File: config.mk
export PLATFORM = sky130hd
export DESIGN_NAME = rbei_factor
export DESIGN_NICKNAME = d
export VERILOG_FILES = /design/src/hw/rtl/rbei_pkg.sv /design/src/hw/rtl/rbei_factor.sv
export SDC_FILE = /design/constraint.sdc
export NUM_CORES = 1
export LEC_CHECK = 0
export BUFFER_PORTS_ARGS = -buffer_cell sky130_fd_sc_hd__buf_2
export CELL_PAD_IN_SITES_DETAIL_PLACEMENT = 0
export CELL_PAD_IN_SITES_GLOBAL_PLACEMENT = 1
export CORE_MARGIN = 1.5
export CORE_UTILIZATION = 45
export DETAILED_ROUTE_END_ITERATION = 12
export GPL_ROUTABILITY_DRIVEN = 0
export PLACE_DENSITY_LB_ADDON = 0.1
export SYNTH_ARGS = -nofsm -noshare
export SYNTH_HDL_FRONTEND = slang
export SYNTH_SLANG_ARGS = --single-unit
export TNS_END_PERCENT = 5
File: constraint.sdc
create_clock -name aclk -period 8.4 [get_ports aclk]
set_input_delay 0.84 -clock aclk [delete_from_list [all_inputs] [get_ports aclk]]
set_output_delay 0.84 -clock aclk [all_outputs]
set_load 0.02 [all_outputs]
File: src/hw/rtl/rbei_pkg.sv
// Shared types, constants and saturating arithmetic helpers for the rigid body integrator.
package rbei_pkg;

    // Fixed-point format of vectors, velocities, gravity and coefficients.
    localparam int FRAC_BITS = 16;
    // Frame time is always unsigned Q0.16.
    localparam int DT_BITS   = 16;
    localparam int WORD_W    = 32;
    localparam int B_W       = WORD_W + 1;
    localparam int PROD_W    = WORD_W + B_W;
    localparam int COEF_W    = 31;
    localparam int FACT_W    = FRAC_BITS + 1;
    localparam int AXES      = 3;
    localparam int AX_X      = 0;
    localparam int AX_Y      = 1;
    localparam int AX_Z      = 2;

    localparam logic [FACT_W-1:0] ONE = FACT_W'(1) << FRAC_BITS;
    // Speed below which a grounded body is snapped to rest, as a squared magnitude.
    localparam logic [63:0] SNAP_THR = (64'd1 << (2 * FRAC_BITS)) / 64'd10000;

    localparam logic signed [WORD_W-1:0] WORD_MAX = 32'sh7FFF_FFFF;
    localparam logic signed [WORD_W-1:0] WORD_MIN = 32'sh8000_0000;

    // Kind of an input item.
    typedef enum logic [1:0] {
        KIND_TICK    = 2'd0,
        KIND_FORCE   = 2'd1,
        KIND_IMPULSE = 2'd2,
        KIND_VCHG    = 2'd3
    } kind_t;

    // Configuration register indexes.
    typedef enum logic [2:0] {
        CFG_INV_MASS  = 3'd0,
        CFG_GSCALE    = 3'd1,
        CFG_DRAG      = 3'd2,
        CFG_GFRICTION = 3'd3,
        CFG_MODE      = 3'd4,
        CFG_GRAVITY_X = 3'd5,
        CFG_GRAVITY_Y = 3'd6,
        CFG_GRAVITY_Z = 3'd7
    } cfg_idx_t;

    // Write-back operation of a lane.
    typedef enum logic [2:0] {
        LOP_NOP,
        LOP_ACC_ADD,
        LOP_VEL_ADD,
        LOP_VEL_SET,
        LOP_CLAMP,
        LOP_CLEAR,
        LOP_ACC_CLR,
        LOP_VEL_ZERO
    } lane_op_t;

    // First multiplier operand of a lane.
    typedef enum logic [1:0] {
        ASEL_VEC,
        ASEL_GRAV,
        ASEL_ACC,
        ASEL_VEL
    } a_sel_t;

    // Command from the sequencer to one lane.
    typedef struct packed {
        logic                  issue;
        lane_op_t              op;
        a_sel_t                a_sel;
        logic                  b_own;
        logic signed [B_W-1:0] b_val;
        logic                  sh_dt;
    } lane_cmd_t;

    // Controls from the sequencer to the merging stage.
    typedef struct packed {
        logic snap_load;
        logic disp_load;
        logic out_load;
        logic moved;
    } merge_ctrl_t;

    // Sequencer states.
    typedef enum logic [3:0] {
        ST_IDLE,
        ST_UPD,
        ST_KIN,
        ST_CLAMP,
        ST_GRAV,
        ST_INTEG,
        ST_DRAG,
        ST_FRIC,
        ST_SQ,
        ST_SNAP,
        ST_DISP,
        ST_PUSH
    } state_t;

    // Floor shift of a product, then saturation to a signed word.
    function automatic logic signed [WORD_W-1:0] sat_shift(
        input logic signed [PROD_W-1:0] p,
        input logic                     sh_dt
    );
        logic signed [PROD_W-1:0] s;
        s = sh_dt ? (p >>> DT_BITS) : (p >>> FRAC_BITS);
        if (!s[PROD_W-1] && (|s[PROD_W-2:WORD_W-1])) begin
            return WORD_MAX;
        end else if (s[PROD_W-1] && !(&s[PROD_W-2:WORD_W-1])) begin
            return WORD_MIN;
        end else begin
            return s[WORD_W-1:0];
        end
    endfunction

    // Saturating sum of two signed words.
    function automatic logic signed [WORD_W-1:0] sat_add(
        input logic signed [WORD_W-1:0] a,
        input logic signed [WORD_W-1:0] b
    );
        logic signed [WORD_W:0] s;
        s = (WORD_W+1)'(a) + (WORD_W+1)'(b);
        if (s[WORD_W] != s[WORD_W-1]) begin
            return s[WORD_W] ? WORD_MIN : WORD_MAX;
        end else begin
            return s[WORD_W-1:0];
        end
    endfunction

endpackage

File: src/hw/rtl/rbei_factor.sv
// Damping factor unit: max(0, ONE - coeff*dt) over a two-stage pipeline.
module rbei_factor (
    input  logic                                  aclk,
    input  logic [rbei_pkg::COEF_W-1:0]           coeff,
    input  logic [rbei_pkg::DT_BITS-1:0]          dt,
    output logic [rbei_pkg::FACT_W-1:0]           factor
);

    localparam int P_W = rbei_pkg::COEF_W + rbei_pkg::DT_BITS;

    logic [P_W-1:0]                  prod_reg;
    logic [rbei_pkg::COEF_W-1:0]     scaled;
    logic [rbei_pkg::FACT_W-1:0]     factor_next;
    logic [rbei_pkg::FACT_W-1:0]     factor_reg;

    // Product of the coefficient and the frame time.
    always_ff @(posedge aclk) begin
        prod_reg <= P_W'(coeff) * P_W'(dt);
    end

    // Remove the frame time fraction and clamp the factor at zero.
    always_comb begin
        scaled = prod_reg[P_W-1:rbei_pkg::DT_BITS];
        if (scaled >= rbei_pkg::COEF_W'(rbei_pkg::ONE)) begin
            factor_next = '0;
        end else begin
            factor_next = rbei_pkg::ONE - scaled[rbei_pkg::FACT_W-1:0];
        end
    end

    always_ff @(posedge aclk) begin
        factor_reg <= factor_next;
    end

    assign factor = factor_reg;

endmodule

==> run summary <==
Clk sinks: 48
Logic depth of the worst path, buffers included: 20
Die footprint: 39000 um2
Worst Setup End Kind: register
Number of I/O pins: 65
Gr ovfl total: 0
Slew @ Worst Pin: 854 ps
Vias: 12500
Post-synth EDFFs: 0
Clock transition at path regs: 60 ps
Buffer and inverter count on the worst path: 4
TritonCTS clock tree: done
Cells on worst reg2reg path: 8
Status: complete, no violations
Fmax: 146 MHz
Register area share after synthesis: 0.0564
Final Hold Fails: 0
Root Buffer: clkbuf_16
Post-cts hold buffer count: 0
Ant. Diodes: 0
Initial antenna violation count: 0
Post-DR vias/cell: 5.16
Nets@finish: 2473
Crit start category: input port
Hold slack: 467 ps
Syn nets: 2499
Slew Viols, Final: 0
Max stage delay on crit path: 600 ps
CP max-delay cell: buf_2
Crit path cell chain: buf_2 -> nand2_1 -> fa_1 -> fa_1 -> fa_1 -> fa_1 -> inv_1 -> fa_1 -> inv_1 -> fa_1 -> inv_1 -> ha_1 -> a21oi_1 -> o21ai_0 -> a22oi_1 -> nand2_1 -> a21oi_1 -> o211ai_2 -> o2111a_1 -> a211oi_2
Initial DRC count: 588
Post-DRT Antenna Nets: 0
Syn Inst Count: 1931
Row cnt: 71
Die Y-Extent: 197 um
WS Path Type: input port to register
Clock tree buffer depth: 2
Drt first pass iters: 5
DRT Wirelength: 45500 um
Async SR Flop Fraction: 0
PortBufs: 64
Mapped cell area: 17000 um2
Hold depth: 2
Crit path time final: 6840 ps
Area growth syn-to-layout: 4.32%
Fill cells: 3793
Die width: 197 um
Main synth FF type: dfxtp_1
# DRC: 0
Avg Inst Size Synth: 8.82 um2
Cell repeated most along the worst path: fa_1
Final HPWL DP: 35100 um
All-layer global routing usage: 0.253
Routed wire per std cell: 18.8 um
Post-CTS repair timing setup buffer count: 0
CP Max Fanout: 31
Final period utilization: 0.815
Max reg flops: 31
Layout cells sized above 1: 0.0504
Global-route wire length before repair: 76200 um
Synth warnings: 0
Max cap viols: 0
Sum Neg Setup Slack: 0 ps
Hold/Removal Path Class: register to register
FF+latch count, synth: 48
Critical path data arrival time: 7050 ps
Final setup viols: 0
Clk_skew: 7.08 ps
CP required: 8610 ps
Crit path max-delay family: adder cells
Latest clock arrival within the worst-skew pair: 290 ps
R2R Setup Slk: 6340 ps
Slew headroom: 0.431
Cell variety after synth: 62
CTS Buf Count: 5
H-tree depth: 2
Starting density of the core: 0.454
RSZ-0062 raised after global routing: false
Resize count post-CTS: 0
Number of global-route vias before repair: 13900
Largest net degree at the start of global routing: 32
Core area: 37500 um2
## cells in the final DEF (no fill, tap or decap), types with 5 or more instances in the layout
cell type and n:
o21ai_1 6, or3_1 8, o21bai_1 6, nand2b_1 5
o21ai_0 22, a21oi_1 44, nand3_1 7, nor4_1 5
nor3_1 13, fa_1 403, clkbuf_16 5, xnor2_1 25
nor2_1 44, xor2_1 19, ha_1 117, nor2b_1 5
nand4_1 17, dfxtp_1 48, nand2_1 322, a21o_1 28
inv_1 430, buf_2 64, and2_1 205
## kinds of logic after synthesis
logic type | Yosys count | share of synthesized area
AND/OR/NAND/NOR | 651 | 0.187
AO/OA/AOI/OAI | 141 | 0.0566
XOR/XNOR | 44 | 0.0226
flip-flops | 48 | 0.0564
adder cells (fa/ha/maj) | 520 | 0.560
buffers and inverters | 527 | 0.118
## metal layers
layer,track usage,wire [um],vias to the layer above
met4,0.0498,876,0
met5,0,0,-
li1,-,-,5627
met3,0.0159,1150,46
met1,0.316,19000,6588
met2,0.481,24500,206
## worst min-delay path, cell delays in order (launching register included)
cell     delay (ps)
dfxtp_1         310
inv_1            70
nor2_1           50
## cell usage after synthesis (all sizes together), types with 17 or more instances
| cell | instances | area share |
|---|---|---|
| a21o | 29 | 0.013 |
| a21oi | 47 | 0.014 |
| and2 | 205 | 0.075 |
| clkbuf | 87 | 0.019 |
| dfxtp | 48 | 0.056 |
| fa | 403 | 0.47 |
| ha | 117 | 0.086 |
| inv | 430 | 0.095 |
| nand2 | 324 | 0.072 |
| nand4 | 17 | 0.0062 |
| nor2 | 44 | 0.0097 |
| o21ai | 30 | 0.0093 |
| xnor2 | 25 | 0.013 |
| xor2 | 19 | 0.0098 |
## final timing paths
kind                  endpoint          from
setup / recovery  prod_reg[46]         dt[1]
hold / removal       factor[0]  prod_reg[16]
setup reg to reg    factor[14]  prod_reg[16]
hold reg to reg      factor[0]  prod_reg[16]
## area by class of cell
class | count | area [um2] | area share
Clock buffer | 5 | 125 | 0.00705
Clock inverter | 3 | 42.5 | 0.00240
Inverter | 430 | 1610 | 0.0909
Multi-Input combinational cell | 1356 | 14100 | 0.792
Sequential cell | 48 | 961 | 0.0541
Tap cell | 511 | 639 | 0.0360
Timing Repair Buffer | 64 | 320 | 0.0180
## per-stage QoR
step / area [um2] / std cells / setup WS (ps) / util
after floorplan: 17000 / 1931 / 2160 / -
after global placement: 17600 / 2409 / 1370 / 0.469
after detailed placement: 17600 / 2409 / 1340 / 0.469
after CTS: 17800 / 2417 / 1620 / 0.474
after global routing: 17800 / 2417 / 1240 / 0.474
final: 17800 / 2417 / 1560 / 0.474
Power is not shown: default switching activity piles up to over one toggle a cycle in this logic, so the estimate is an artifact.
