<file path="src/hw/rtl/rbei_pkg.sv">
// Shared types, constants and saturating arithmetic helpers for the rigid body integrator.
package rbei_pkg;

    // Fixed-point format of vectors, velocities, gravity and coefficients.
    localparam int FRAC_BITS = 16;
    // Frame time is always unsigned Q0.16.
    localparam int DT_BITS   = 16;
    localparam int WORD_W    = 32;
    localparam int B_W       = WORD_W + 1;
    localparam int PROD_W    = WORD_W + B_W;
    localparam int COEF_W    = 31;
    localparam int FACT_W    = FRAC_BITS + 1;
    localparam int AXES      = 3;
    localparam int AX_X      = 0;
    localparam int AX_Y      = 1;
    localparam int AX_Z      = 2;

    localparam logic [FACT_W-1:0] ONE = FACT_W'(1) << FRAC_BITS;
    // Speed below which a grounded body is snapped to rest, as a squared magnitude.
    localparam logic [63:0] SNAP_THR = (64'd1 << (2 * FRAC_BITS)) / 64'd10000;

    localparam logic signed [WORD_W-1:0] WORD_MAX = 32'sh7FFF_FFFF;
    localparam logic signed [WORD_W-1:0] WORD_MIN = 32'sh8000_0000;

    // Kind of an input item.
    typedef enum logic [1:0] {
        KIND_TICK    = 2'd0,
        KIND_FORCE   = 2'd1,
        KIND_IMPULSE = 2'd2,
        KIND_VCHG    = 2'd3
    } kind_t;

    // Configuration register indexes.
    typedef enum logic [2:0] {
        CFG_INV_MASS  = 3'd0,
        CFG_GSCALE    = 3'd1,
        CFG_DRAG      = 3'd2,
        CFG_GFRICTION = 3'd3,
        CFG_MODE      = 3'd4,
        CFG_GRAVITY_X = 3'd5,
        CFG_GRAVITY_Y = 3'd6,
        CFG_GRAVITY_Z = 3'd7
    } cfg_idx_t;

    // Write-back operation of a lane.
    typedef enum logic [2:0] {
        LOP_NOP,
        LOP_ACC_ADD,
        LOP_VEL_ADD,
        LOP_VEL_SET,
        LOP_CLAMP,
        LOP_CLEAR,
        LOP_ACC_CLR,
        LOP_VEL_ZERO
    } lane_op_t;

    // First multiplier operand of a lane.
    typedef enum logic [1:0] {
        ASEL_VEC,
        ASEL_GRAV,
        ASEL_ACC,
        ASEL_VEL
    } a_sel_t;

    // Command from the sequencer to one lane.
    typedef struct packed {
        logic                  issue;
        lane_op_t              op;
        a_sel_t                a_sel;
        logic                  b_own;
        logic signed [B_W-1:0] b_val;
        logic                  sh_dt;
    } lane_cmd_t;

    // Controls from the sequencer to the merging stage.
    typedef struct packed {
        logic snap_load;
        logic disp_load;
        logic out_load;
        logic moved;
    } merge_ctrl_t;

    // Sequencer states.
    typedef enum logic [3:0] {
        ST_IDLE,
        ST_UPD,
        ST_KIN,
        ST_CLAMP,
        ST_GRAV,
        ST_INTEG,
        ST_DRAG,
        ST_FRIC,
        ST_SQ,
        ST_SNAP,
        ST_DISP,
        ST_PUSH
    } state_t;

    // Floor shift of a product, then saturation to a signed word.
    function automatic logic signed [WORD_W-1:0] sat_shift(
        input logic signed [PROD_W-1:0] p,
        input logic                     sh_dt
    );
        logic signed [PROD_W-1:0] s;
        s = sh_dt ? (p >>> DT_BITS) : (p >>> FRAC_BITS);
        if (!s[PROD_W-1] && (|s[PROD_W-2:WORD_W-1])) begin
            return WORD_MAX;
        end else if (s[PROD_W-1] && !(&s[PROD_W-2:WORD_W-1])) begin
            return WORD_MIN;
        end else begin
            return s[WORD_W-1:0];
        end
    endfunction

    // Saturating sum of two signed words.
    function automatic logic signed [WORD_W-1:0] sat_add(
        input logic signed [WORD_W-1:0] a,
        input logic signed [WORD_W-1:0] b
    );
        logic signed [WORD_W:0] s;
        s = (WORD_W+1)'(a) + (WORD_W+1)'(b);
        if (s[WORD_W] != s[WORD_W-1]) begin
            return s[WORD_W] ? WORD_MIN : WORD_MAX;
        end else begin
            return s[WORD_W-1:0];
        end
    endfunction

endpackage

</file>
<file path="src/hw/rtl/rbei_lane.sv">
// One axis lane: velocity and acceleration state with a shared multiply and write-back.
module rbei_lane (
    input  logic                                   aclk,
    input  logic                                   aresetn,
    input  rbei_pkg::lane_cmd_t                    cmd,
    input  logic signed [rbei_pkg::WORD_W-1:0]     vec_in,
    input  logic signed [rbei_pkg::WORD_W-1:0]     grav_in,
    output logic signed [rbei_pkg::WORD_W-1:0]     vel_out,
    output logic signed [rbei_pkg::WORD_W-1:0]     res_out,
    output logic signed [rbei_pkg::PROD_W-1:0]     prod_out
);

    logic signed [rbei_pkg::WORD_W-1:0] vel_reg, vel_next;
    logic signed [rbei_pkg::WORD_W-1:0] acc_reg, acc_next;
    logic signed [rbei_pkg::PROD_W-1:0] prod_reg;
    logic                               sh_dt_reg;
    rbei_pkg::lane_op_t                 op_reg, op_next;

    logic signed [rbei_pkg::WORD_W-1:0] a_op;
    logic signed [rbei_pkg::B_W-1:0]    b_op;
    logic signed [rbei_pkg::PROD_W-1:0] a_ext;
    logic signed [rbei_pkg::PROD_W-1:0] b_ext;
    logic signed [rbei_pkg::WORD_W-1:0] res;

    // Operand selection for the multiplier.
    always_comb begin
        case (cmd.a_sel)
            rbei_pkg::ASEL_VEC:  a_op = vec_in;
            rbei_pkg::ASEL_GRAV: a_op = grav_in;
            rbei_pkg::ASEL_ACC:  a_op = acc_reg;
            rbei_pkg::ASEL_VEL:  a_op = vel_reg;
            default:             a_op = vec_in;
        endcase
        b_op  = cmd.b_own ? {vel_reg[rbei_pkg::WORD_W-1], vel_reg} : cmd.b_val;
        a_ext = rbei_pkg::PROD_W'(a_op);
        b_ext = rbei_pkg::PROD_W'(b_op);
        op_next = cmd.issue ? cmd.op : rbei_pkg::LOP_NOP;
    end

    // Issue stage: the product and the pending operation are registered.
    always_ff @(posedge aclk) begin
        if (cmd.issue) begin
            prod_reg  <= a_ext * b_ext;
            sh_dt_reg <= cmd.sh_dt;
        end
    end

    always_ff @(posedge aclk) begin
        if (!aresetn) begin
            op_reg <= rbei_pkg::LOP_NOP;
        end else begin
            op_reg <= op_next;
        end
    end

    // Write-back stage: scale the product and update the state.
    always_comb begin
        res      = rbei_pkg::sat_shift(prod_reg, sh_dt_reg);
        vel_next = vel_reg;
        acc_next = acc_reg;
        case (op_reg)
            rbei_pkg::LOP_ACC_ADD:  acc_next = rbei_pkg::sat_add(acc_reg, res);
            rbei_pkg::LOP_VEL_ADD:  vel_next = rbei_pkg::sat_add(vel_reg, res);
            rbei_pkg::LOP_VEL_SET:  vel_next = res;
            rbei_pkg::LOP_CLAMP:    vel_next = vel_reg[rbei_pkg::WORD_W-1] ? '0 : vel_reg;
            rbei_pkg::LOP_CLEAR: begin
                vel_next = '0;
                acc_next = '0;
            end
            rbei_pkg::LOP_ACC_CLR:  acc_next = '0;
            rbei_pkg::LOP_VEL_ZERO: vel_next = '0;
            default: begin
                vel_next = vel_reg;
                acc_next = acc_reg;
            end
        endcase
    end

    always_ff @(posedge aclk) begin
        if (!aresetn) begin
            vel_reg <= '0;
            acc_reg <= '0;
        end else begin
            vel_reg <= vel_next;
            acc_reg <= acc_next;
        end
    end

    assign vel_out  = vel_reg;
    assign res_out  = res;
    assign prod_out = prod_reg;

endmodule

</file>
<file path="config.mk">
export PLATFORM = sky130hd
export DESIGN_NAME = rbei_lane
export DESIGN_NICKNAME = d
export VERILOG_FILES = /design/src/hw/rtl/rbei_pkg.sv /design/src/hw/rtl/rbei_lane.sv
export SDC_FILE = /design/constraint.sdc
export NUM_CORES = 2
export LEC_CHECK = 0
export BUFFER_PORTS_ARGS = -buffer_cell sky130_fd_sc_hd__clkbuf_2
export CAP_MARGIN = 30
export CORE_ASPECT_RATIO = 2
export CORE_MARGIN = 10
export CORE_UTILIZATION = 36
export CTS_CLUSTER_DIAMETER = 150
export DETAILED_ROUTE_END_ITERATION = 10
export GPL_TIMING_DRIVEN = 0
export PLACE_DENSITY = 0.57
export SLEW_MARGIN = 25
export SYNTH_ARGS = -nofsm -noshare
export SYNTH_HDL_FRONTEND = slang
export SYNTH_SLANG_ARGS = --single-unit
export TNS_END_PERCENT = 100
</file>
<file path="constraint.sdc">
create_clock -name aclk -period 24.1 [get_ports aclk]
set_input_delay 3.615 -clock aclk [delete_from_list [all_inputs] [get_ports aclk]]
set_output_delay 3.615 -clock aclk [all_outputs]
set_load 0.005 [all_outputs]
</file>
==> flow_summary_export.csv <==
group,metric,value,unit
detailed_routing,route.detailed.drc,0,
flow_run,drv_cap,0,
detailed_routing,first_pass_iters,5,
cells_and_area,multiInputGateArea,37970,µm²
floorplan,rows,185,
sta,hold_viol,0,
logic_synthesis,netlist.area_leader.share,0.4860,
worst_setup_path,r2r_start,"vel_out[31]",
cells_and_area,largest_reg_flops,65,
logic_synthesis,syn-instance-count,5083,
worst_setup_path,r2r_slack,11850,ps
detailed_routing,routed_wl,266200,µm
cts,clkSinkCount,132,
min_path,min_path_cells,1,
sta,setup_violations,0,
worst_setup_path,worstPathRequired,24430,ps
sta,fmax,63.93,MHz
sta,finalCriticalPeriod,15640,ps
global_routing,grt_pass1_vias,43550,
worst_setup_path,r2r-end,"prod_out[64]",
global_routing,grt_pass1_wl,357600,µm
placed_design,io_buffers,231,
floorplan,die_h,524.9,µm
cells_and_area,final_layout_size_suffix_gt1_frac,0.09841,
global_routing,grt_max_degree,46,
worst_setup_path,startpoint,"cmd[36]",
logic_synthesis,yosysTopAreaCell,"fa_1",
cells_and_area,final-seq-area,3293,µm²
cells_and_area,nets,6881,
sta,rsz0062_at_grt,"false",
floorplan,coreArea,126800,µm²
logic_synthesis,synth_edf_count,65,
min_path,worst_hold_path.endpoint,"acc_reg[3]",
cells_and_area,area_growth,11.23,%
status,status,"finished, final reports clean",
sta,fin_setup_tns,0,ps
min_path,hold_path.class,"reg -> reg",
logic_synthesis,yosysWarnings,0,
global_routing,antenna_found_initial,26,
sta,slew_violations,0,
sta,maxSlewHeadroom,0.2448,
cts,cts_htree_levels,4,
logic_synthesis,ys_types,86,
worst_setup_path,end_kind,"flip-flop",
logic_synthesis,ys_ff_latch,132,
cts,post_cts_buffers,0,
worst_setup_path,arrival,15970,ps
placed_design,placed_cell_area,50170,µm²
logic_synthesis,ys_seq_area_frac,0.07176,
cells_and_area,final_cell_area,51040,µm²
logic_synthesis,synthTopCellsByArea,"fa_1, inv_1, ha_1, nor2_1, nand2_1",
floorplan,ioPinCount,236,
floorplan,die_w,272.5,µm
cts,ctsResizeCount,0,
logic_synthesis,synthArstFlopShare,0,
floorplan,start_util,0.3618,
worst_setup_path,reg2reg_depth,26,
global_routing,gr-total-overflow,0,
logic_synthesis,synth_area_per_cell,9.028,µm²
cts,cts_buffers,25,
cells_and_area,nFillCells,13210,
cts,ctsHoldBuffers,0,
cts,clk_pin_slew_worst_paths,70,ps
floorplan,die_area,143000,µm²
global_routing,grt_usage,0.3736,
detailed_routing,drt_iter0_markers,3075,
placed_design,dp_hpwl,225600,µm
detailed_routing,wire_per_inst,37.40,µm
worst_setup_path,worst_setup_path_start_kind,"primary input",
logic_synthesis,netlist_area,45890,µm²
worst_setup_path,cp_max_fo,11,
cts,clk_root_buffer_cell,"clkbuf_16",
sta,skew,36.99,ps
worst_setup_path,critPathKind,"in -> reg",
cts,clock_latency,580,ps
detailed_routing,ant_nets,0,
detailed_routing,post_drt_via_cell_ratio,5.616,
detailed_routing,vias,39980,
cts,clockBufferDepth,3,
sta,final.period_utilization,0.6490,
cts,cts_tree,"done",
min_path,hp-start,"acc_reg[3]",
sta,worst-slew-pin-transition,1133,ps
logic_synthesis,yosys_most_used_dff,"dfxtp_1",
logic_synthesis,synth_fp_nets,6554,
placed_design,routabilityCongestion,1.074,
==> metrics by stage <==
step	util	setup slack (ps)	hold WS, ps	instances
after global routing	0.4020	8312	532.2	7101
after floorplan	-	11790	450.3	5083
final	0.4024	8458	528.6	7119
after global placement	0.3875	6496	505.6	6997
after detailed placement	0.3955	8433	508.7	7056
after CTS	0.4007	8997	521.6	7089
==> logic make-up (layout without fill, tap and decap cells) <==
logic type | count (synthesis) | after routing | synth area share
and+or+nand+nor | 1478 | 1478 | 0.1320
DFF | 132 | 132 | 0.07176
other | 0 | 20 | 0
xor gates and xnor gates | 124 | 124 | 0.02367
buffers and inverters | 1295 | 1628 | 0.1070
AOI/OAI and AO/OA | 571 | 571 | 0.08150
adders and majority gates | 1364 | 1364 | 0.5541
muxes | 119 | 119 | 0.02988
==> Yosys cell counts, types with 26 or more instances <==
master and count:
nand2b_1 30, a21oi_1 139, nand2_1 622, xnor2_1 74, mux2_2 53, edfxtp_1 65
nor2_1 644, clkbuf_1 215, nand3_1 30, and2_1 47, mux2i_1 56, inv_1 1051
o21ai_1 26, o21ai_0 109, ha_1 250, xor2_1 50, a31oi_1 26, fa_1 1114
a21o_1 72, o21a_1 32, dfxtp_1 67
==> layout by cell type, fill, tap and decap left out, types with 67 or more instances in the layout <==
cell type	synthesis	final
xnor2_1	74	74
ha_1	250	250
nor2_1	644	643
inv_1	1051	1051
nand2_1	622	622
a21o_1	72	72
dfxtp_1	67	67
o21ai_0	109	105
clkbuf_1	215	169
fa_1	1114	1111
a21oi_1	139	139
clkbuf_2	1	282
==> worst max path at each step <==
stage	cells past startpoint	slack (ps)	to
2_1_floorplan	31	11790	prod_out[62]
3_3_place_gp	29	6500	prod_out[59]
3_5_place_dp	27	8430	prod_out[64]
4_1_cts	27	9000	prod_out[64]
5_1_grt	27	8310	prod_out[64]
6_report	27	8460	prod_out[64]
==> cell type report <==
| cell class | instances | area share |
|---|---|---|
| antenna | 20 | 0.0009806 |
| buffer | 243 | 0.02020 |
| clock buffer | 30 | 0.01262 |
| clock inverter | 3 | 0.0002942 |
| inverter | 1052 | 0.07737 |
| multi-input combinational | 3656 | 0.7440 |
| sequential | 132 | 0.06452 |
| tap | 1683 | 0.04126 |
| timing repair buffer | 300 | 0.03878 |
==> worst max-delay path, stage by stage <==
cell and delay (ps):
clkbuf_1 230, clkbuf_1 510, clkbuf_1 560, o21a_1 940, clkbuf_2 680, nand2_1 160, fa_1 530, inv_1 80
fa_1 670, fa_1 1300, inv_1 140, fa_1 700, inv_1 180, fa_1 430, fa_1 1090, fa_1 570
fa_1 450, ha_1 270, clkbuf_1 210, a21o_1 220, a211oi_1 450, o2111ai_1 350, nand3_1 260, a31oi_1 170
o21ai_0 520, a21oi_1 170, xnor2_1 410
==> metal layers <==
metal / global-route usage / share of wire
met1: 0.3221 / 0.28
met2: 0.6273 / 0.49
met3: 0.09340 / 0.068
met4: 0.4814 / 0.16
met5: 0 / 0.00047
Power is left out: the tool's default activity adds up to more than one toggle a clock period on the data nets, which glitch-free logic cannot reach.
