File: src/hw/rtl/rbei_pkg.sv
// Shared types, constants and saturating arithmetic helpers for the rigid body integrator.
package rbei_pkg;

    // Fixed-point format of vectors, velocities, gravity and coefficients.
    localparam int FRAC_BITS = 16;
    // Frame time is always unsigned Q0.16.
    localparam int DT_BITS   = 16;
    localparam int WORD_W    = 32;
    localparam int B_W       = WORD_W + 1;
    localparam int PROD_W    = WORD_W + B_W;
    localparam int COEF_W    = 31;
    localparam int FACT_W    = FRAC_BITS + 1;
    localparam int AXES      = 3;
    localparam int AX_X      = 0;
    localparam int AX_Y      = 1;
    localparam int AX_Z      = 2;

    localparam logic [FACT_W-1:0] ONE = FACT_W'(1) << FRAC_BITS;
    // Speed below which a grounded body is snapped to rest, as a squared magnitude.
    localparam logic [63:0] SNAP_THR = (64'd1 << (2 * FRAC_BITS)) / 64'd10000;

    localparam logic signed [WORD_W-1:0] WORD_MAX = 32'sh7FFF_FFFF;
    localparam logic signed [WORD_W-1:0] WORD_MIN = 32'sh8000_0000;

    // Kind of an input item.
    typedef enum logic [1:0] {
        KIND_TICK    = 2'd0,
        KIND_FORCE   = 2'd1,
        KIND_IMPULSE = 2'd2,
        KIND_VCHG    = 2'd3
    } kind_t;

    // Configuration register indexes.
    typedef enum logic [2:0] {
        CFG_INV_MASS  = 3'd0,
        CFG_GSCALE    = 3'd1,
        CFG_DRAG      = 3'd2,
        CFG_GFRICTION = 3'd3,
        CFG_MODE      = 3'd4,
        CFG_GRAVITY_X = 3'd5,
        CFG_GRAVITY_Y = 3'd6,
        CFG_GRAVITY_Z = 3'd7
    } cfg_idx_t;

    // Write-back operation of a lane.
    typedef enum logic [2:0] {
        LOP_NOP,
        LOP_ACC_ADD,
        LOP_VEL_ADD,
        LOP_VEL_SET,
        LOP_CLAMP,
        LOP_CLEAR,
        LOP_ACC_CLR,
        LOP_VEL_ZERO
    } lane_op_t;

    // First multiplier operand of a lane.
    typedef enum logic [1:0] {
        ASEL_VEC,
        ASEL_GRAV,
        ASEL_ACC,
        ASEL_VEL
    } a_sel_t;

    // Command from the sequencer to one lane.
    typedef struct packed {
        logic                  issue;
        lane_op_t              op;
        a_sel_t                a_sel;
        logic                  b_own;
        logic signed [B_W-1:0] b_val;
        logic                  sh_dt;
    } lane_cmd_t;

    // Controls from the sequencer to the merging stage.
    typedef struct packed {
        logic snap_load;
        logic disp_load;
        logic out_load;
        logic moved;
    } merge_ctrl_t;

    // Sequencer states.
    typedef enum logic [3:0] {
        ST_IDLE,
        ST_UPD,
        ST_KIN,
        ST_CLAMP,
        ST_GRAV,
        ST_INTEG,
        ST_DRAG,
        ST_FRIC,
        ST_SQ,
        ST_SNAP,
        ST_DISP,
        ST_PUSH
    } state_t;

    // Floor shift of a product, then saturation to a signed word.
    function automatic logic signed [WORD_W-1:0] sat_shift(
        input logic signed [PROD_W-1:0] p,
        input logic                     sh_dt
    );
        logic signed [PROD_W-1:0] s;
        s = sh_dt ? (p >>> DT_BITS) : (p >>> FRAC_BITS);
        if (!s[PROD_W-1] && (|s[PROD_W-2:WORD_W-1])) begin
            return WORD_MAX;
        end else if (s[PROD_W-1] && !(&s[PROD_W-2:WORD_W-1])) begin
            return WORD_MIN;
        end else begin
            return s[WORD_W-1:0];
        end
    endfunction

    // Saturating sum of two signed words.
    function automatic logic signed [WORD_W-1:0] sat_add(
        input logic signed [WORD_W-1:0] a,
        input logic signed [WORD_W-1:0] b
    );
        logic signed [WORD_W:0] s;
        s = (WORD_W+1)'(a) + (WORD_W+1)'(b);
        if (s[WORD_W] != s[WORD_W-1]) begin
            return s[WORD_W] ? WORD_MIN : WORD_MAX;
        end else begin
            return s[WORD_W-1:0];
        end
    endfunction

endpackage

File: src/hw/rtl/rbei_merge.sv
// Merging stage: speed snap test over the horizontal lanes and the result register.
module rbei_merge (
    input  logic                                   aclk,
    input  logic                                   aresetn,
    input  rbei_pkg::merge_ctrl_t                  ctrl,
    input  logic signed [rbei_pkg::WORD_W-1:0]     vel_in [rbei_pkg::AXES],
    input  logic signed [rbei_pkg::WORD_W-1:0]     res_in [rbei_pkg::AXES],
    input  logic signed [rbei_pkg::PROD_W-1:0]     sq_x,
    input  logic signed [rbei_pkg::PROD_W-1:0]     sq_z,
    output logic                                   snap,
    output logic                                   m_tvalid,
    input  logic                                   m_tready,
    // disp_x, disp_y, disp_z, vel_x, vel_y, vel_z
    output logic [6*rbei_pkg::WORD_W-1:0]          m_tdata,
    // moved
    output logic                                   m_tuser
);

    logic [63:0]                        sq_sum;
    logic                               snap_reg;
    logic signed [rbei_pkg::WORD_W-1:0] disp_reg     [rbei_pkg::AXES];
    logic signed [rbei_pkg::WORD_W-1:0] out_disp_reg [rbei_pkg::AXES];
    logic signed [rbei_pkg::WORD_W-1:0] out_vel_reg  [rbei_pkg::AXES];
    logic                               moved_reg;
    logic                               valid_reg, valid_next;

    // Squared horizontal speed; both squares are non-negative.
    assign sq_sum = {1'b0, sq_x[62:0]} + {1'b0, sq_z[62:0]};

    always_ff @(posedge aclk) begin
        if (ctrl.snap_load) begin
            snap_reg <= (sq_sum <= rbei_pkg::SNAP_THR);
        end
    end

    // Displacement from each lane's scaled product.
    always_ff @(posedge aclk) begin
        if (ctrl.disp_load) begin
            for (int i = 0; i < rbei_pkg::AXES; i++) begin
                disp_reg[i] <= res_in[i];
            end
        end
    end

    // Output register; a finished result waits here until taken.
    always_comb begin
        valid_next = valid_reg;
        if (ctrl.out_load) begin
            valid_next = 1'b1;
        end else if (m_tready) begin
            valid_next = 1'b0;
        end
    end

    always_ff @(posedge aclk) begin
        if (!aresetn) begin
            valid_reg <= 1'b0;
        end else begin
            valid_reg <= valid_next;
        end
    end

    always_ff @(posedge aclk) begin
        if (ctrl.out_load) begin
            moved_reg <= ctrl.moved;
            for (int i = 0; i < rbei_pkg::AXES; i++) begin
                out_disp_reg[i] <= ctrl.moved ? disp_reg[i] : '0;
                out_vel_reg[i]  <= vel_in[i];
            end
        end
    end

    assign snap     = snap_reg;
    assign m_tvalid = valid_reg;
    assign m_tuser  = moved_reg;
    assign m_tdata  = {out_vel_reg[rbei_pkg::AX_Z], out_vel_reg[rbei_pkg::AX_Y],
                       out_vel_reg[rbei_pkg::AX_X], out_disp_reg[rbei_pkg::AX_Z],
                       out_disp_reg[rbei_pkg::AX_Y], out_disp_reg[rbei_pkg::AX_X]};

endmodule

File: config.mk
export PLATFORM = sky130hd
export DESIGN_NAME = rbei_merge
export DESIGN_NICKNAME = d
export VERILOG_FILES = /design/src/hw/rtl/rbei_pkg.sv /design/src/hw/rtl/rbei_merge.sv
export SDC_FILE = /design/constraint.sdc
export NUM_CORES = 1
export LEC_CHECK = 0
export BUFFER_PORTS_ARGS = -buffer_cell sky130_fd_sc_hd__buf_2
export CAP_MARGIN = 20
export CORE_AREA = 2 2 206 208
export CTS_CLUSTER_DIAMETER = 40
export CTS_CLUSTER_SIZE = 8
export DETAILED_ROUTE_END_ITERATION = 16
export DIE_AREA = 0 0 208 210
export PLACE_DENSITY_LB_ADDON = 0.1
export SLEW_MARGIN = 5
export SYNTH_ARGS = -nofsm -noshare
export SYNTH_HDL_FRONTEND = slang
export SYNTH_SLANG_ARGS = --single-unit
File: constraint.sdc
create_clock -name aclk -period 8 [get_ports aclk]
set_clock_uncertainty 0.1 [all_clocks]
set_input_delay 0.8 -clock aclk [delete_from_list [all_inputs] [get_ports aclk]]
set_output_delay 0.8 -clock aclk [all_outputs]
set_load 0.01 [all_outputs]
==> flow_results.org, run 1 <==
** Outcome
- Run status :: completed

** Detailed routing
- Final WL :: 46100 um
- Iteration-0 DRC count of the detailed router :: 647
- After detailed routing, the number of remaining DRC violations is 0.
- Detailed-route via count :: 11100
- Dividing the detail-routed via count by the number of cells gives 5.07.
- First-pass DRT Iterations :: 5
- Per-cell routed wire length :: 21.0 um
- Antenna-violating nets left :: 0

** Critical path
- Top cell by count, worst path :: sky130_fd_sc_hd__nand4_1
- Of all nets on the critical path, the largest fanout is 12.
- Family of cells with the greatest summed delay on the critical path :: simple AND/OR/NAND/NOR gates
- At the worst endpoint, the required time is 8.22 ns.
- Critical Path, Cell by Cell :: buf_2 > ha_1 > nand4_1 > nor4_1 > nand4_1 > a211oi_1 > a211oi_2 > o221ai_2 > a31o_1 > a21oi_1 > xnor2_1 > or4_1 > nor4_2
- Reg-to-reg critical path startpoint :: disp_reg[0][69]
- The setup path with the least slack is of type primary input to flop.
- Setup slack on the worst reg-to-reg path comes out at 7.13 ns.
- Kind of start point of the critical path :: primary input
- The largest individual stage delay along the critical path comes from the cell sky130_fd_sc_hd__nor4_1.
- For this run, the slowest stage of the critical path takes 0.68 ns.
- Endpoint type of the worst setup path :: flop
- The number of cells on the worst reg-to-reg path is 1.
- Number of buffers and inverters on the critical path :: 1
- The critical path crosses 13 cells after its start point.
- For the worst setup path, the data arrival time is 4.87 ns.
- The worst register-to-register path ends at out_disp_reg[0][69].

** Placement
- The count of buffers added on input and output ports is 519.
- The congestion estimate from routability-driven global placement came to 0.894.
- Cell area after placement :: 17100 um^2
- Final HPWL DP :: 36200 um
- The number of placed instances, taps included, is 2117.

** Synth
- After synthesis, flip-flops and latches occupy 62.5% of the total area.
- The synthesized design contains 291 register bits.
- Average footprint of a synthesized cell :: 12.6 um^2
- Top_reg_cell synth :: sky130_fd_sc_hd__edfxtp_1
- When the netlist entered floorplanning its net count stood at 1499.
- Counting distinct cell types in the post-synthesis netlist gives 76.
- Post-synthesis cell type with the largest combined area :: sky130_fd_sc_hd__edfxtp_1
- Largest cells by area after synthesis :: sky130_fd_sc_hd__edfxtp_1 62%, sky130_fd_sc_hd__ha_1 5.6%, sky130_fd_sc_hd__and2_1 4.3%
- Number of enable-type register cells in the synthesized netlist :: 290
- Yosys synthesis warning count :: 0
- Post-synthesis cell count :: 1106
- Share of flip-flops with an asynchronous set or reset after synthesis :: 0%
- Top cell type's share of synthesized area :: 62.3%
- Post-synthesis cell area :: 14000 um^2

** Final layout
- In the final layout, the share of cells above drive strength 1 is 37.1%.
- Fraction of the core area covered by cells at the end of the flow :: 44.5%
- The top cell types in the final layout, fill and taps aside, are 517 x sky130_fd_sc_hd__buf_2, 290 x sky130_fd_sc_hd__edfxtp_1, 97 x sky130_fd_sc_hd__and2_1.
- Final cell area excluding filler cells :: 18500 um^2
- Net count of the finished layout :: 2021
- The library cell used most frequently in the layout, excluding fill and tap cells, is sky130_fd_sc_hd__buf_2.
- Count of non-filler cells in the finished layout :: 2192
- Summing all flip-flop and latch instances after layout gives 8730 um^2.
- The multi-input combinational cells in the finished layout cover a total of 4940 um^2.
- Relative to the synthesized area, the layout overhead comes to 32.2%.
- Fillers :: 3992

** Worst hold path
- WHS Path Cells :: 1
- The min-delay analysis places its worst path in the category primary input to flop.
- The worst hold path terminates at disp_reg[0][69].
- The startpoint identified for the worst hold timing path is res_in[5].

** Die
- Count of pins on the block boundary :: 524
- Core Box Area :: 41500 um^2
- Chip Height :: 210 um
- The die covers 43700 um^2.
- After floorplanning, the core was divided into 75 placement rows.
- Width of the die :: 208 um
- Initial Util :: 33.7%

** CTS
- Count of hold buffers inserted by post-cts repair :: 0
- In this run, CTS created clock tree buffers numbering 48.
- Post-cts resize count :: 0
- CTS placed an instance of sky130_fd_sc_hd__clkbuf_16 at the clock tree root.
- CTS tree :: done
- Number of clock sinks :: 291
- No sink is reached through more buffers than the 3 on the longest clock path.
- Clock slew at the register clock pins of the worst setup and hold paths :: 0.05 ns
- Worst-Skew Late Latency :: 0.52 ns
- Maximum level of the CTS H-tree :: 2
- Buffers added to address setup during post-CTS repair amount to 0.

** Power and ir drop
- VDD sags by at most 220 uV.
- Overall power consumption after layout is estimated at 4330 uW.
- Leak Pwr :: 0.00765 uW
- Dividing total power by cell area gives a power density of 234 nW/um^2.

** GRT
- The first global-routing pass estimated 68000 um of wire.
- Overflow after GRT :: 0
- Largest net degree at the start of global routing :: 98
- The initial antenna violation count was 12.
- For this run, the total global-route usage over all layers was measured as 20.4%.
- The via count of the first global-routing pass came to 11000.

** Timing
- Setup violation total in the final timing report :: 0
- After layout, the minimum clock period comes to 4.65 ns.
- Headroom to the max-slew limit :: 43.4%
- Setup repair after global routing left no endpoint under its margin.
- Accumulated negative setup slack :: 0 ns
- In the finished design, the share of the clock period the worst path needs comes to 58.1%.
- Final count of pins violating max slew :: 0
- Timing-limited maximum frequency :: 0.215 GHz
- The hold violation count in the final report came to 0.
- For the pin with the worst max-slew slack, the measured transition is 0.849 ns.

** Run
- Max-cap violations in this run came to 0.
synth_stat cells, drive strengths merged, types with 4 or more instances:
cell and instances:
clkbuf 37, and2 98, o21a 15, nand3b 4, nor4 12, o221ai 4, buf 14, o21bai 8
nand2 87, nor3 14, o2111ai 5, xor2 16, a31oi 7, a21boi 6, a21o 16, nand4 37
and3 6, mux2i 6, a211oi 16, ha 63, nand2b 5, o21ai 68, xnor2 21, o311ai 4
inv 21, nor2 61, nand3 12, edfxtp 290, a2111oi 4, nor2b 7, o211ai 9, a21oi 83
routing by layer:
| layer | share of wire, % | wire, um | vias up | track usage (%) |
|---|---|---|---|---|
| li1 | - | - | 5265 | - |
| met1 | 40 | 18500 | 5292 | 25.8 |
| met2 | 47 | 21600 | 462 | 32.9 |
| met3 | 10 | 4720 | 83 | 7.58 |
| met4 | 2.6 | 1180 | 14 | 5.92 |
| met5 | 0.21 | 97 | - | 0 |
area by class of cell:
type,count,area share [%]
Clock buffer,54,6.62
Sequential cell,291,47.2
Timing Repair Buffer,523,14.3
Clock inverter,15,0.928
Multi-Input combinational cell,743,26.8
Inverter,21,0.427
Tap cell,539,3.65
Antenna cell,6,0.0813
worst max-delay path by stage:
stage / to / slack, ns / start
4_1_cts: snap / 3.55 / sq_x[37]
3_5_place_dp: snap / 2.99 / sq_x[37]
6_report: snap / 3.35 / sq_x[37]
2_1_floorplan: snap / 3.94 / sq_x[0]
5_1_grt: snap / 3.26 / sq_x[35]
3_3_place_gp: snap / 3.04 / sq_x[37]
kinds of logic (layout without fill, tap and decap cells):
group / after synthesis / count (layout) / synth area share, %
AO/OA/AOI/OAI: 277 / 277 / 13.3
XOR/XNOR: 37 / 37 / 2.32
AND/OR/NAND/NOR: 357 / 357 / 13.4
buffers and inverters: 72 / 613 / 2.15
other: 0 / 6 / 0
adder cells (fa/ha/maj): 64 / 64 / 5.78
flip-flops: 291 / 291 / 62.5
multiplexers: 8 / 8 / 0.591
report_power, final:
group | leakage [uW] | switching (uW) | total (uW) | internal, uW
sequential | 0.00290 | 23.8 | 1830 | 1810
combinational | 0.00408 | 421 | 687 | 266
clock | 0.000673 | 644 | 1810 | 1170
per-stage QoR:
stage | hold WS (ns) | setup slack, ns
floorplan | 0.397 | 3.94
detailed placement | 0.409 | 2.99
CTS | 0.314 | 3.55
finish | 0.343 | 3.35
global placement | 0.400 | 3.04
global route | 0.316 | 3.26
(Power assumes the default switching activity.)
==> run 2, diff against run 1 <==
- ABC_AREA: not set -> 1
- CORE_AREA: 2 2 206 208 -> 2 2 203 205
- DIE_AREA: 0 0 208 210 -> 0 0 205 207
- clock period: 8 -> 4.4 ns (I/O delays scaled with it)
==> run 2 against run 1 <==
Compared with the run above:
- hold slack got worse by 0.22 ns
- total power up 86%
- global-route usage grew 4.4 points
- first-iteration DRC count increased by 42%
- area after synthesis rose by 15%
- worst setup slack worse by 1.8 ns
- sequential share of layout area is 8.7 points lower
- register-to-register slack worse by 3.6 ns
- synthesized cell count grew 75%
- critical endpoint unchanged
- largest power group unchanged
==> flow_results.org, run 2 <==
** Critical path
- The highest fanout seen on the critical path is 4 (-8).
- The worst setup path is of the primary input to flop kind.
- Kind of start point of the critical path :: primary input
- The worst setup path is captured at a flop.
- Critical Path RT :: 4.69 ns (-3.53 ns)
- Data arrival time at the worst-slack endpoint :: 3.11 ns (-1.76 ns)

** Die
- The number of I/O pins is 524 (unchanged).
- The number of rows in the core area was 74 (-1.3%).
- The initial core utilization came to 39.8% (+6.1 points).
- Die outline area :: 42400 um^2 (-2.9%)
- The overall die height was 207 um (-1.4%).
- The chip width was 205 um (-1.4%).
- The core area was 40400 um^2 (-2.7%).

** Detailed routing
- The remaining antenna violation count after routing came to 0 (unchanged).
- Detailed-route via count :: 15100 (+36%)
- The routed wire length is 53200 um (+16%).
- The initial DRC count was 917 (+42%).
- The number of remaining DRC errors came to 0 (unchanged).
- The first-pass iteration count of the detailed router came to 5 (unchanged).
- The average routed wire per standard cell was 16.4 um (-22%).
- Via density per instance :: 4.63 (-8.6%)

** GRT
- The total routing resource utilization after global routing is 24.8% (+4.4 points).
- The maximum number of pins on one net before global-route repair is 85 (-13%).
- The initial antenna violation count was 8 (-4).
- Wire length of the first global-routing pass :: 80700 um (+19%)
- Overflow after GRT :: 0 (unchanged)
- Number of global-route vias before repair :: 15000 (+37%)

** Placement
- Final HPWL DP :: 41200 um (+14%)
- Number of port buffers :: 519 (unchanged)
- DP Worst Slack :: 1.06 ns (-1.92 ns)
- GPL Wtd Cong :: 0.959 (+7.2%)

** Synth
- The number of unique standard cell types used by synthesis came to 29 (-62%).
- Top_reg_cell synth :: sky130_fd_sc_hd__edfxtp_1
- Fraction of the yosys area taken by sequential cells :: 54.3% (-8.1 points)
- By area the synthesized netlist is led by sky130_fd_sc_hd__edfxtp_1 54%, sky130_fd_sc_hd__nand2_1 18%, sky130_fd_sc_hd__inv_1 9.8%.
- Count leader, synth :: sky130_fd_sc_hd__nand2_1
- Post-synthesis cell count :: 1937 (+75%)
- Syn Nets :: 2330 (+55%)
- The netlist area before placement came to 16100 um^2 (+15%).
- Number of enable-type register cells in the synthesized netlist :: 290 (unchanged)
- Top cell type's share of synthesized area :: 54.2% (-8.1 points)
- By count the netlist is led by 750 x sky130_fd_sc_hd__nand2_1, 419 x sky130_fd_sc_hd__inv_1, 290 x sky130_fd_sc_hd__edfxtp_1.
- The async set or reset register ratio after synthesis came to 0% (unchanged).
- Post-synthesis cell type with the largest combined area :: sky130_fd_sc_hd__edfxtp_1
- The average footprint of a synthesized cell was 8.29 um^2 (-34%).
- FF+latch count, synth :: 291 (unchanged)
- Yosys synthesis warning count :: 0 (unchanged)

** CTS
- Maximum level of the CTS H-tree :: 2 (unchanged)
- Worst-case clock buffer depth :: 3 (unchanged)
- CTS tree :: done
- Number of buffers added by the clock tree synthesis step :: 46 (-4.2%)
- Clock slew at the register clock pins of the worst setup and hold paths :: 0.05 ns (about the same)
- Clock tree root driver cell :: sky130_fd_sc_hd__clkbuf_16
- Post-cts resize count :: 0 (unchanged)
- The clock net sink count is 291 (unchanged).
- Worst-Skew Late Latency :: 0.57 ns (+0.05 ns)

** Final layout
- Commonest cells after routing, fill and taps aside :: 750 x sky130_fd_sc_hd__nand2_1, 517 x sky130_fd_sc_hd__buf_2, 419 x sky130_fd_sc_hd__inv_1
- The share of post-route cells with drive strength above 1 was 24.0% (-13 points).
- Most common cell after layout, fill and taps aside :: sky130_fd_sc_hd__nand2_1
- The footprint of the multi-input gates came to 5680 um^2 (+15%).
- The fill cell total of the finished layout was 3740 (-6.3%).
- The sequential cell area in the final layout came to 8730 um^2 (unchanged).
- Net count of the finished layout :: 3086 (+53%)
- Post-synthesis to final-layout area growth :: 41.0%

** Timing
- The transition time at the pin with the least slew margin was 0.981 ns (+0.132 ns).
- Worst Slack Setup Final :: 1.58 ns (-1.77 ns)
- Time the worst path needs with I/O delays and setup :: 2.82 ns
- Based on the critical path, the design can be clocked at up to 0.355 GHz.
- Setup repair after global routing left no endpoint under its margin.
- The hold violation count in the final report was 0 (unchanged).
- The count of endpoints failing setup in the final report was 0 (unchanged).
- Worst hold slack after final layout :: 0.125 ns (-0.218 ns)
- Headroom to the max-slew limit :: 34.6% (-8.8 points)
- Final count of pins violating max slew :: 0 (unchanged)
- Final period utilization :: 64.1%
- The total negative slack for setup checks came to 0 ns (unchanged).

** Power and ir drop
- Leak Pwr :: 0.0119 uW (+56%)
- PwrDens :: 357 nW/um^2 (+52%)
- Max IR drop VDD :: 342 uV (+56%)

** Run
- Number of max-cap violations :: 0 (unchanged)

** Outcome
- The flow ran to the end, and the final reports show no timing, DRC or antenna violations.

** Worst hold path
- The worst hold path belongs to the class primary input to flop.
-- run 2: changes by cell type in the layout (fill, tap and decap cells not counted), sizes merged, moves of 72 or more --
cell	change
nor2	+81
and2	-92
nand2	+690
inv	+410
dlygate4sd3	+194
nand3	+72
-- run 2: path summary, 6_finish.rpt --
kind,slack [ns],startpoint,endpoint,cells after the start
min,0.13,m_tready,m_tvalid,3
max reg2reg,3.51,disp_reg[0][76],out_disp_reg[0][76],2
max,1.58,sq_x[0],snap,19
min reg2reg,0.40,disp_reg[0][3],out_disp_reg[0][3],2
-- run 2: critical path, stage by stage --
cell and delay [ns]:
sky130_fd_sc_hd__buf_2 0.08, sky130_fd_sc_hd__ha_1 0.17, sky130_fd_sc_hd__inv_1 0.06, sky130_fd_sc_hd__fa_1 0.41, sky130_fd_sc_hd__inv_1 0.07, sky130_fd_sc_hd__nand3_1 0.06, sky130_fd_sc_hd__nand2_1 0.22, sky130_fd_sc_hd__nand2_1 0.08
sky130_fd_sc_hd__nand2_1 0.16, sky130_fd_sc_hd__nand2_1 0.12, sky130_fd_sc_hd__nand3_1 0.24, sky130_fd_sc_hd__nand3_1 0.13, sky130_fd_sc_hd__nand3_1 0.10, sky130_fd_sc_hd__nand2_1 0.06, sky130_fd_sc_hd__nor2_1 0.10, sky130_fd_sc_hd__nand3_1 0.15
sky130_fd_sc_hd__nor2_1 0.14, sky130_fd_sc_hd__nand2_1 0.10, sky130_fd_sc_hd__nor2_1 0.20
-- run 2: cell families after synthesis --
group / count (synthesis) / share of synthesized area, %
AOI/OAI and AO/OA: 68 / 2.27
xor gates and xnor gates: 11 / 0.600
adders and majority gates: 64 / 5.03
buffers and inverters: 442 / 10.3
DFF: 291 / 54.3
and+or+nand+nor: 1061 / 27.5
-- run 2: report_power, final --
group / total, uW / internal, uW / leakage [uW] / switching, uW
Sequential: 3340 / 3290 / 0.00290 / 50.5
Combinational: 1540 / 604 / 0.00839 / 940
Clock: 3190 / 1970 / 0.000642 / 1230
-- run 2: cell type report --
type	instances	area share, %
clock buffers	58	5.28
repair buffers	719	20.3
inverters	431	7.14
well taps	532	2.94
diodes	5	0.0552
flip-flops and latches	291	38.5
clock inverters	11	0.669
multi-input cells	1204	25.1
-- run 2: per-stage QoR --
| stage | instance area, um^2 | power [uW] | util, % | instances |
|---|---|---|---|---|
| after floorplan | 16100 | 4170 | - | 1937 |
| after global placement | 19300 | 4760 | 47.9 | 2983 |
| after detailed placement | 19300 | 4780 | 47.9 | 2983 |
| after CTS | 22600 | 8140 | 56.1 | 3246 |
| after global routing | 22600 | 8460 | 56.1 | 3249 |
| final | 22600 | 8070 | 56.1 | 3251 |
-- run 2: what timing repair did --
action	CTS	global route
setup buffers	0	0
hold endpoints to repair	194	0
hold buffers	194	0
-- run 2: metal layers --
layer	track usage (%)	routed length, um	vias to the layer above	part of all wire, %
li1	-	-	7527	-
met1	29.4	20800	6921	39
met2	43.3	26500	516	50
met3	7.27	4550	92	8.5
met4	7.22	1310	8	2.5
met5	0	66	-	0.12
